--- src/hdl/xss_pkg.sv ---
`timescale 1ns / 1ps

package xss_pkg;

  // Field widths of the request and response transactions
  localparam int unsigned OP_W    = 2;
  localparam int unsigned SLOT_W  = 4;
  localparam int unsigned WORD_W  = 64;
  localparam int unsigned LIM_W   = 31;
  localparam int unsigned HALF_W  = WORD_W / 2;

  localparam int unsigned STATE_WORDS_DEF = 16;

  // Generator constants
  localparam logic [WORD_W-1:0] MULTIPLIER   = 64'h9e37_79b9_7f4a_7c13;
  localparam logic [LIM_W-1:0]  BERN_MODULUS = 31'h7fff_ffff;
  localparam int unsigned       SHL_A        = 31;
  localparam int unsigned       SHR_A        = 11;
  localparam int unsigned       SHR_B        = 30;

  // Sequencing of the shared multiplier and the bit-serial reducer
  localparam int unsigned       CNT_W    = $clog2(WORD_W);
  localparam logic [CNT_W-1:0]  MUL_LAST = CNT_W'(2);
  localparam logic [CNT_W-1:0]  DIV_LAST = CNT_W'(WORD_W - 1);

  typedef enum logic [OP_W-1:0] {
    OP_SEED      = 2'd0,
    OP_RAW       = 2'd1,
    OP_BOUNDED   = 2'd2,
    OP_BERNOULLI = 2'd3
  } op_e;

  typedef enum logic [2:0] {
    ST_IDLE,
    ST_RD_OLD,
    ST_RD_NEW,
    ST_MUL,
    ST_DIV,
    ST_FIN
  } state_e;

endpackage

--- src/hdl/xss_req_if.sv ---
`timescale 1ns / 1ps

interface xss_req_if;
  logic                          valid;
  logic                          ready;
  logic [xss_pkg::OP_W-1:0]      operation;
  logic [xss_pkg::SLOT_W-1:0]    seed_slot;
  logic [xss_pkg::WORD_W-1:0]    seed_word;
  logic [xss_pkg::LIM_W-1:0]     bound;
  logic [xss_pkg::LIM_W-1:0]     threshold;

  modport source (
    output valid, operation, seed_slot, seed_word, bound, threshold,
    input  ready
  );

  modport sink (
    input  valid, operation, seed_slot, seed_word, bound, threshold,
    output ready
  );
endinterface

--- src/hdl/xss_rsp_if.sv ---
`timescale 1ns / 1ps

interface xss_rsp_if;
  logic                          valid;
  logic                          ready;
  logic [xss_pkg::WORD_W-1:0]    value;
  logic                          success;

  modport source (
    output valid, value, success,
    input  ready
  );

  modport sink (
    input  valid, value, success,
    output ready
  );
endinterface

--- src/hdl/xorshift_star_random_source.sv ---
`timescale 1ns / 1ps
// xorshift1024* random source.
// Requests arrive on req_i (valid/ready); each request transaction is a seed
// write or a draw. A seed write loads one of the sixteen 64-bit state words,
// leaves the position alone and gives no response. A draw advances the
// generator once and gives one response transaction on rsp_o: the raw
// product, the product modulo bound, or the product modulo 2^31-1 together
// with a success flag (reduced value below threshold).
// A raw draw runs from acceptance until the result is loaded into the output
// register through two reads of the state memory, one write back and three
// passes of a shared 32x32 multiplier. Bounded and bernoulli draws add the
// bit-serial remainder before the load. One request is worked on at a time;
// ready is high only between draws.
// Reset clears the position, the output valid flag and the per-word valid
// bits, so every state word reads as zero until seeded; no clearing pass.
// A stalled receiver holds the response in the output register; the block
// still takes the next request and works on it, and waits only when a second
// result is ready before the first has been taken.

module xorshift_star_random_source #(
  parameter int unsigned STATE_WORDS = xss_pkg::STATE_WORDS_DEF
) (
  input  logic   clk_i,
  input  logic   rst_ni,
  xss_req_if.sink   req_i,
  xss_rsp_if.source rsp_o
);

  import xss_pkg::*;

  localparam int unsigned AW = $clog2(STATE_WORDS);

  // Control state
  state_e              state_q, state_d;
  logic [AW-1:0]       pos_q;
  logic [AW-1:0]       pos_nxt;
  logic [CNT_W-1:0]    cnt_q;
  logic [STATE_WORDS-1:0] valid_q;
  logic                vld_rd_q;
  logic                out_vld_q;

  // Payload registers
  op_e                 op_q;
  logic [LIM_W-1:0]    div_q;
  logic [LIM_W-1:0]    thr_q;
  logic [WORD_W-1:0]   old_q;
  logic [WORD_W-1:0]   mixed_q;
  logic [WORD_W-1:0]   acc_q;
  logic [LIM_W-1:0]    rem_q;
  logic [WORD_W-1:0]   value_q;
  logic                success_q;

  // Memory port
  logic                ram_we;
  logic [AW-1:0]       ram_waddr;
  logic [WORD_W-1:0]   ram_wdata;
  logic                ram_re;
  logic [AW-1:0]       ram_raddr;
  logic [WORD_W-1:0]   ram_rdata;

  logic                req_ready;
  logic                req_fire;
  op_e                 req_op;
  logic [WORD_W-1:0]   rd_word;
  logic [WORD_W-1:0]   mix_t;
  logic [WORD_W-1:0]   mixed;
  logic [HALF_W-1:0]   mul_a;
  logic [HALF_W-1:0]   mul_b;
  logic [WORD_W-1:0]   mul_p;
  logic [LIM_W:0]      rem_sh;
  logic                rem_ge;
  logic                out_load;
  logic [WORD_W-1:0]   res_value;
  logic                res_success;

  assign req_op   = op_e'(req_i.operation);
  assign req_fire = req_i.valid && req_ready;
  assign pos_nxt  = pos_q + 1'b1;

  // Words never seeded read as zero
  assign rd_word = vld_rd_q ? ram_rdata : '0;

  // Mix the word at the new position with the word at the old one
  assign mix_t = rd_word ^ (rd_word << SHL_A);
  assign mixed = mix_t ^ old_q ^ (mix_t >> SHR_A) ^ (old_q >> SHR_B);

  xss_ram #(
    .WIDTH (WORD_W),
    .DEPTH (STATE_WORDS)
  ) u_state_ram (
    .clk_i   (clk_i),
    .we_i    (ram_we),
    .waddr_i (ram_waddr),
    .wdata_i (ram_wdata),
    .re_i    (ram_re),
    .raddr_i (ram_raddr),
    .rdata_o (ram_rdata)
  );

  // ---------------------------------------------------------------------
  // Sequencer: next state
  // ---------------------------------------------------------------------
  always_comb begin
    state_d = state_q;
    unique case (state_q)
      ST_IDLE: begin
        if (req_i.valid && req_op != OP_SEED) begin
          state_d = ST_RD_OLD;
        end
      end
      ST_RD_OLD: state_d = ST_RD_NEW;
      ST_RD_NEW: state_d = ST_MUL;
      ST_MUL: begin
        if (cnt_q == MUL_LAST) begin
          state_d = (op_q == OP_RAW) ? ST_FIN : ST_DIV;
        end
      end
      ST_DIV: begin
        if (cnt_q == DIV_LAST) begin
          state_d = ST_FIN;
        end
      end
      ST_FIN: begin
        if (out_load) begin
          state_d = ST_IDLE;
        end
      end
      default: state_d = ST_IDLE;
    endcase
  end

  // ---------------------------------------------------------------------
  // Sequencer: outputs (memory port and request ready)
  // ---------------------------------------------------------------------
  always_comb begin
    req_ready = 1'b0;
    ram_we    = 1'b0;
    ram_waddr = req_i.seed_slot[AW-1:0];
    ram_wdata = req_i.seed_word;
    ram_re    = 1'b0;
    ram_raddr = pos_q;
    unique case (state_q)
      ST_IDLE: begin
        req_ready = 1'b1;
        if (req_i.valid) begin
          if (req_op == OP_SEED) begin
            ram_we = 1'b1;
          end else begin
            ram_re = 1'b1;
          end
        end
      end
      ST_RD_OLD: begin
        ram_re    = 1'b1;
        ram_raddr = pos_nxt;
      end
      ST_RD_NEW: begin
        ram_we    = 1'b1;
        ram_waddr = pos_nxt;
        ram_wdata = mixed;
      end
      default: ;
    endcase
  end

  assign req_i.ready = req_ready;

  // ---------------------------------------------------------------------
  // Shared 32x32 multiplier: low 64 bits of mixed * MULTIPLIER in three
  // passes (lo*lo, lo*hi, hi*lo), accumulated into acc_q
  // ---------------------------------------------------------------------
  always_comb begin
    case (cnt_q)
      CNT_W'(0): begin
        mul_a = mixed_q[HALF_W-1:0];
        mul_b = MULTIPLIER[HALF_W-1:0];
      end
      CNT_W'(1): begin
        mul_a = mixed_q[HALF_W-1:0];
        mul_b = MULTIPLIER[WORD_W-1:HALF_W];
      end
      default: begin
        mul_a = mixed_q[WORD_W-1:HALF_W];
        mul_b = MULTIPLIER[HALF_W-1:0];
      end
    endcase
  end

  assign mul_p = WORD_W'(mul_a) * WORD_W'(mul_b);

  // One restoring step of the remainder; the dividend leaves acc_q MSB first
  assign rem_sh = {rem_q, acc_q[WORD_W-1]};
  assign rem_ge = rem_sh >= {1'b0, div_q};

  // Result selection; a bound of zero gives zero
  always_comb begin
    res_success = 1'b0;
    if (op_q == OP_RAW) begin
      res_value = acc_q;
    end else if (div_q == '0) begin
      res_value = '0;
    end else begin
      res_value   = WORD_W'(rem_q);
      res_success = (op_q == OP_BERNOULLI) && (rem_q < thr_q);
    end
  end

  // Load the output register when it is empty or being drained
  assign out_load = (state_q == ST_FIN) && (!out_vld_q || rsp_o.ready);

  // ---------------------------------------------------------------------
  // Control registers
  // ---------------------------------------------------------------------
  always_ff @(posedge clk_i or negedge rst_ni) begin
    if (!rst_ni) begin
      state_q   <= ST_IDLE;
      pos_q     <= '0;
      cnt_q     <= '0;
      valid_q   <= '0;
      vld_rd_q  <= 1'b0;
      out_vld_q <= 1'b0;
    end else begin
      state_q <= state_d;
      if (ram_we) begin
        valid_q[ram_waddr] <= 1'b1;
      end
      if (ram_re) begin
        vld_rd_q <= valid_q[ram_raddr];
      end
      // Advance the position once the mixed word is written back
      if (state_q == ST_RD_NEW) begin
        pos_q <= pos_nxt;
      end
      if ((state_q == ST_MUL && cnt_q != MUL_LAST) || state_q == ST_DIV) begin
        cnt_q <= cnt_q + 1'b1;
      end else begin
        cnt_q <= '0;
      end
      if (out_load) begin
        out_vld_q <= 1'b1;
      end else if (rsp_o.ready) begin
        out_vld_q <= 1'b0;
      end
    end
  end

  // ---------------------------------------------------------------------
  // Datapath registers
  // ---------------------------------------------------------------------
  always_ff @(posedge clk_i) begin
    if (req_fire) begin
      op_q  <= req_op;
      div_q <= (req_op == OP_BERNOULLI) ? BERN_MODULUS : req_i.bound;
      thr_q <= req_i.threshold;
    end
    if (state_q == ST_RD_OLD) begin
      old_q <= rd_word;
    end
    if (state_q == ST_RD_NEW) begin
      mixed_q <= mixed;
    end
    if (state_q == ST_MUL) begin
      rem_q <= '0;
      if (cnt_q == '0) begin
        acc_q <= mul_p;
      end else begin
        acc_q <= acc_q + {mul_p[HALF_W-1:0], {HALF_W{1'b0}}};
      end
    end else if (state_q == ST_DIV) begin
      acc_q <= {acc_q[WORD_W-2:0], 1'b0};
      rem_q <= rem_ge ? LIM_W'(rem_sh - {1'b0, div_q}) : rem_sh[LIM_W-1:0];
    end
    if (out_load) begin
      value_q   <= res_value;
      success_q <= res_success;
    end
  end

  assign rsp_o.valid   = out_vld_q;
  assign rsp_o.value   = value_q;
  assign rsp_o.success = success_q;

  // ---------------------------------------------------------------------
  // Assertions
  // ---------------------------------------------------------------------
  a_rsp_from_fin: assert property (@(posedge clk_i) disable iff (!rst_ni)
    $rose(out_vld_q) |-> $past(state_q == ST_FIN))
    else $error("response raised without a finished draw");

  a_pos_on_draw: assert property (@(posedge clk_i) disable iff (!rst_ni)
    (pos_q != $past(pos_q)) |-> $past(state_q == ST_RD_NEW))
    else $error("position moved outside a draw");

  a_rem_below_div: assert property (@(posedge clk_i) disable iff (!rst_ni)
    (state_q == ST_DIV && div_q != '0) |-> (rem_q < div_q))
    else $error("partial remainder not reduced");

  a_success_narrow: assert property (@(posedge clk_i) disable iff (!rst_ni)
    (out_vld_q && success_q) |-> (value_q[WORD_W-1:LIM_W] == '0))
    else $error("success flagged on an unreduced value");

endmodule

--- src/hdl/xss_ram.sv ---
`timescale 1ns / 1ps

module xss_ram #(
  parameter int unsigned WIDTH = 64,
  parameter int unsigned DEPTH = 16
) (
  input  logic                     clk_i,
  input  logic                     we_i,
  input  logic [$clog2(DEPTH)-1:0] waddr_i,
  input  logic [WIDTH-1:0]         wdata_i,
  input  logic                     re_i,
  input  logic [$clog2(DEPTH)-1:0] raddr_i,
  output logic [WIDTH-1:0]         rdata_o
);

  logic [WIDTH-1:0] mem_q [DEPTH];
  logic [WIDTH-1:0] rdata_q;

  always_ff @(posedge clk_i) begin
    if (we_i) begin
      mem_q[waddr_i] <= wdata_i;
    end
    if (re_i) begin
      rdata_q <= mem_q[raddr_i];
    end
  end

  assign rdata_o = rdata_q;

endmodule
--- src/flat_wrapper.sv ---
// flat-port wrapper written by rule: the top's interface ports become plain ports
module xorshift_star_random_source_flat import xss_pkg::*;
#(
  parameter int unsigned STATE_WORDS = xss_pkg::STATE_WORDS_DEF
)
  (clk_i, rst_ni, req_i_valid, req_i_operation, req_i_seed_slot, req_i_seed_word, req_i_bound, req_i_threshold, req_i_ready, rsp_o_valid, rsp_o_value, rsp_o_success, rsp_o_ready);
  xss_req_if req_i_i ();
  xss_rsp_if rsp_o_i ();
  input  logic clk_i;
  input  logic rst_ni;
  input wire logic [$bits(req_i_i.valid)-1:0] req_i_valid;
  input wire logic [$bits(req_i_i.operation)-1:0] req_i_operation;
  input wire logic [$bits(req_i_i.seed_slot)-1:0] req_i_seed_slot;
  input wire logic [$bits(req_i_i.seed_word)-1:0] req_i_seed_word;
  input wire logic [$bits(req_i_i.bound)-1:0] req_i_bound;
  input wire logic [$bits(req_i_i.threshold)-1:0] req_i_threshold;
  output wire logic [$bits(req_i_i.ready)-1:0] req_i_ready;
  output wire logic [$bits(rsp_o_i.valid)-1:0] rsp_o_valid;
  output wire logic [$bits(rsp_o_i.value)-1:0] rsp_o_value;
  output wire logic [$bits(rsp_o_i.success)-1:0] rsp_o_success;
  input wire logic [$bits(rsp_o_i.ready)-1:0] rsp_o_ready;
  assign req_i_i.valid = req_i_valid;
  assign req_i_i.operation = req_i_operation;
  assign req_i_i.seed_slot = req_i_seed_slot;
  assign req_i_i.seed_word = req_i_seed_word;
  assign req_i_i.bound = req_i_bound;
  assign req_i_i.threshold = req_i_threshold;
  assign req_i_ready = req_i_i.ready;
  assign rsp_o_valid = rsp_o_i.valid;
  assign rsp_o_value = rsp_o_i.value;
  assign rsp_o_success = rsp_o_i.success;
  assign rsp_o_i.ready = rsp_o_ready;
  xorshift_star_random_source #(.STATE_WORDS(STATE_WORDS)) u_core (.clk_i(clk_i), .rst_ni(rst_ni), .req_i(req_i_i), .rsp_o(rsp_o_i));
endmodule
--- config.mk ---
export PLATFORM = sky130hd
export DESIGN_NAME = xorshift_star_random_source_flat
export DESIGN_NICKNAME = d
export VERILOG_FILES = /design/src/hdl/xss_pkg.sv /design/src/hdl/xss_req_if.sv /design/src/hdl/xss_rsp_if.sv /design/src/hdl/xorshift_star_random_source.sv /design/src/hdl/xss_ram.sv /design/src/flat_wrapper.sv
export SDC_FILE = /design/constraint.sdc
export NUM_CORES = 2
export LEC_CHECK = 0
export BUFFER_PORTS_ARGS = -buffer_cell sky130_fd_sc_hd__buf_2
export CAP_MARGIN = 20
export CORE_MARGIN = 2
export CORE_UTILIZATION = 50
export CTS_BUF_LIST = sky130_fd_sc_hd__clkbuf_8
export DETAILED_ROUTE_END_ITERATION = 7
export PLACE_DENSITY = 0.69
export SYNTH_ARGS = -nofsm -noshare
export SYNTH_HDL_FRONTEND = slang
export SYNTH_SLANG_ARGS = --single-unit
--- constraint.sdc ---
create_clock -name clk_i -period 11.3 [get_ports clk_i]
set_input_delay 1.13 -clock clk_i [delete_from_list [all_inputs] [get_ports clk_i]]
set_output_delay 1.13 -clock clk_i [all_outputs]
set_load 0.005 [all_outputs]
==> flow_metrics.env <==
export IMPL_required_ps=12020
export IMPL_via_per_inst=5.66
export IMPL_syn_inst=6150
export IMPL_cts_sinks=1471
export IMPL_synth_distinct_cells=97
export IMPL_reg2reg_from="u_core.cnt_q[0]"
export IMPL_ys_warn_count=0
export IMPL_fin_nets=7750
export IMPL_post_cts_buffers=0
export IMPL_reg2reg_to="u_core.acc_q[63]"
export IMPL_synthToLayoutAreaGrowth_pct=9.47
export IMPL_finalSetupViolations=0
export IMPL_routed_wl_um=236000
export IMPL_path_max_fanout=9
export IMPL_antenna_found_initial=6
export IMPL_wl_per_cell_um=26.3
export IMPL_cts_tree="yes"
export IMPL_end_kind="flip-flop"
export IMPL_worst_pin_slew_ps=1100
export IMPL_max_freq_mhz=97.3
export IMPL_h_tree_depth=4
export IMPL_vias=50700
export IMPL_cp_common_cell="fa_1"
export IMPL_reg2regPathDepth=34
export IMPL_core_area_sq_um=173000
export IMPL_maxSlewHeadroom_pct=26.8
export IMPL_grt_ovfl_total=0
export IMPL_io_pins=203
export IMPL_grt_usage_pct=26.6
export IMPL_rows=153
export IMPL_synth_ff_type="edfxtp_1"
export IMPL_die_w_um=421
export IMPL_period_share_pct=91.0
export IMPL_initial_core_util_pct=50.2
export IMPL_die_area_sq_um=177000
export IMPL_cap_violations=0
export IMPL_critPathLaunchType="flip-flop"
export IMPL_cp_slowest_cell="fa_1"
export IMPL_yosys_area_top_type="edfxtp_1"
export IMPL_grt_pass1_vias=51800
export IMPL_regToRegSetupSlack_ps=1020
export IMPL_ant_nets=0
export IMPL_drt_iter0_drc=5102
export IMPL_worstSetupPathType="flip-flop to flip-flop"
export IMPL_finalClockSkew_ps=58.5
export IMPL_synth_area_sq_um=87000
export IMPL_rsz0062_at_grt="false"
export IMPL_root_buffer="clkbuf_8"
export IMPL_hpwl_um=172000
export IMPL_slowest_delay_ps=580
export IMPL_slew_viol_final=0
export IMPL_cts_hold_fix_buffers=0
export IMPL_yosysSeqAreaShare_pct=50.2
export IMPL_finalSetupTns_ps=0
export IMPL_gp_congestion=0.971
export IMPL_clock_latency_ps=1010
export IMPL_synth_area_leaders="edfxtp_1 49%, fa_1 14%, mux4_2 8.4%"
export IMPL_status="complete, no violations"
export IMPL_grt_max_degree=141
export IMPL_port_buffers=202
export IMPL_die_h_um=421
export IMPL_grt_pass1_wl_um=345000
export IMPL_drive_above_1_share_pct=15.1
export IMPL_worstPathArrival_ps=11000
export IMPL_finalHoldViolCount=0
export IMPL_avgSynthCellArea_sq_um=14.1
export IMPL_post_cts_resized=0
export IMPL_cts_buffer_depth=3
export IMPL_synth_edf_count=1409
export IMPL_hold_path_class="input port to async pin"
export IMPL_synth_top_area_share_pct=48.6
export IMPL_yosys_register_bits=1471
export IMPL_clkTransAtPathRegs_ps=60
export IMPL_drt_pass1_iter_count=5
export IMPL_finalCriticalPeriod_ps=10280
export IMPL_async_flop_share_pct=2.11
export IMPL_cts_buffers=228
export IMPL_drc_errors=0
-- worst max-delay path, delay by kind of cell (launching register included) --
kind | cells | cell delay, ps
simple gates | 4 | 790
mux | 1 | 230
buf+inv | 8 | 940
flops | 1 | 410
xor+xnor | 1 | 210
fa+ha+maj | 11 | 4960
compound gates | 9 | 2440
-- cells in the mapped netlist, drive strengths merged, types with 104 or more instances --
master  count
o21ai     185
a21oi     156
nor2      132
inv       878
and2      104
edfxtp   1409
nand2     555
ha        561
mux4      325
xor2      116
clkbuf    174
fa        611
xnor2     208
-- through the flow --
step	instances	util [%]	worst slack [ps]	hold slack (ps)	area, sq um
2_1_floorplan	6180	-	1380	434	87100
3_3_place_gp	8534	52.4	1140	447	90800
3_5_place_dp	8535	52.4	1080	447	90800
4_1_cts	8954	54.9	1060	153	95200
5_1_grt	8960	54.9	491	234	95200
6_report	8960	54.9	1020	226	95200
-- final cells by class --
| type | instances | area [sq um] |
|---|---|---|
| fillers | 14200 | 78200 |
| flip-flops and latches | 1471 | 43700 |
| multi-input cells | 3577 | 39200 |
| inverters | 879 | 3310 |
| clock buffers | 234 | 3220 |
| well taps | 2325 | 2910 |
| repair buffers | 285 | 1720 |
| clock inverters | 185 | 1120 |
| diodes | 4 | 10.0 |
-- how the worst max path moves through the flow --
stage,from,endpoint,slack [ps],cells past startpoint
floorplan,u_core.cnt_q[0],u_core.acc_q[63],1380,35
global placement,u_core.cnt_q[0],u_core.acc_q[63],1140,31
detailed placement,u_core.cnt_q[0],u_core.acc_q[63],1080,34
CTS,u_core.cnt_q[0],u_core.acc_q[63],1060,34
global route,u_core.cnt_q[0],u_core.acc_q[60],490,34
finish,u_core.cnt_q[0],u_core.acc_q[63],1020,34
-- cells in the final DEF, fill, tap and decap left out, drive strengths merged, types with 116 or more instances in the layout --
master	count
nand2	555
a21oi	156
mux4	325
o21ai	185
buf	285
xor2	116
inv	965
fa	611
edfxtp	1409
xnor2	208
clkbuf	234
ha	561
nor2	132
-- flip-flops by register name, summed over array words and instances, names as in the netlist, 6 cells and up --
register                    cells
u_core.u_state_ram.rdata_o     64
u_core.thr_q                   31
u_core.u_state_ram.mem_q     1024
u_core.valid_q                 16
u_core.rem_q                   31
u_core.acc_q                   64
u_core.div_q                   31
u_core.old_q                   64
u_core.mixed_q                 64
u_core.rsp_o.value             64
u_core.cnt_q                    6
-- cell families (layout without fill, tap and decap cells) --
logic type / count (synthesis) / after routing / synth area share [%]
AOI/OAI and AO/OA: 592 / 592 / 4.41
xor gates and xnor gates: 324 / 324 / 3.28
adders and majority gates: 1172 / 1172 / 22.1
buffers and inverters: 1132 / 1583 / 5.04
DFF: 1471 / 1471 / 50.2
muxes: 396 / 396 / 9.26
other: 2 / 36 / 0.00863
and+or+nand+nor: 1061 / 1061 / 5.62
-- per-layer routing --
layer	wire length (um)	part of all wire, %	vias up	GRT usage [%]
li1	-	-	22200	-
met1	96100	41	26200	36.5
met2	117000	50	1977	44.4
met5	13	0.0055	-	0
met4	7560	3.2	2	8.44
met3	15100	6.4	352	3.53
Power is left out: the tool's default activity adds up to more than one toggle a clock period on the data nets, which glitch-free logic cannot reach.
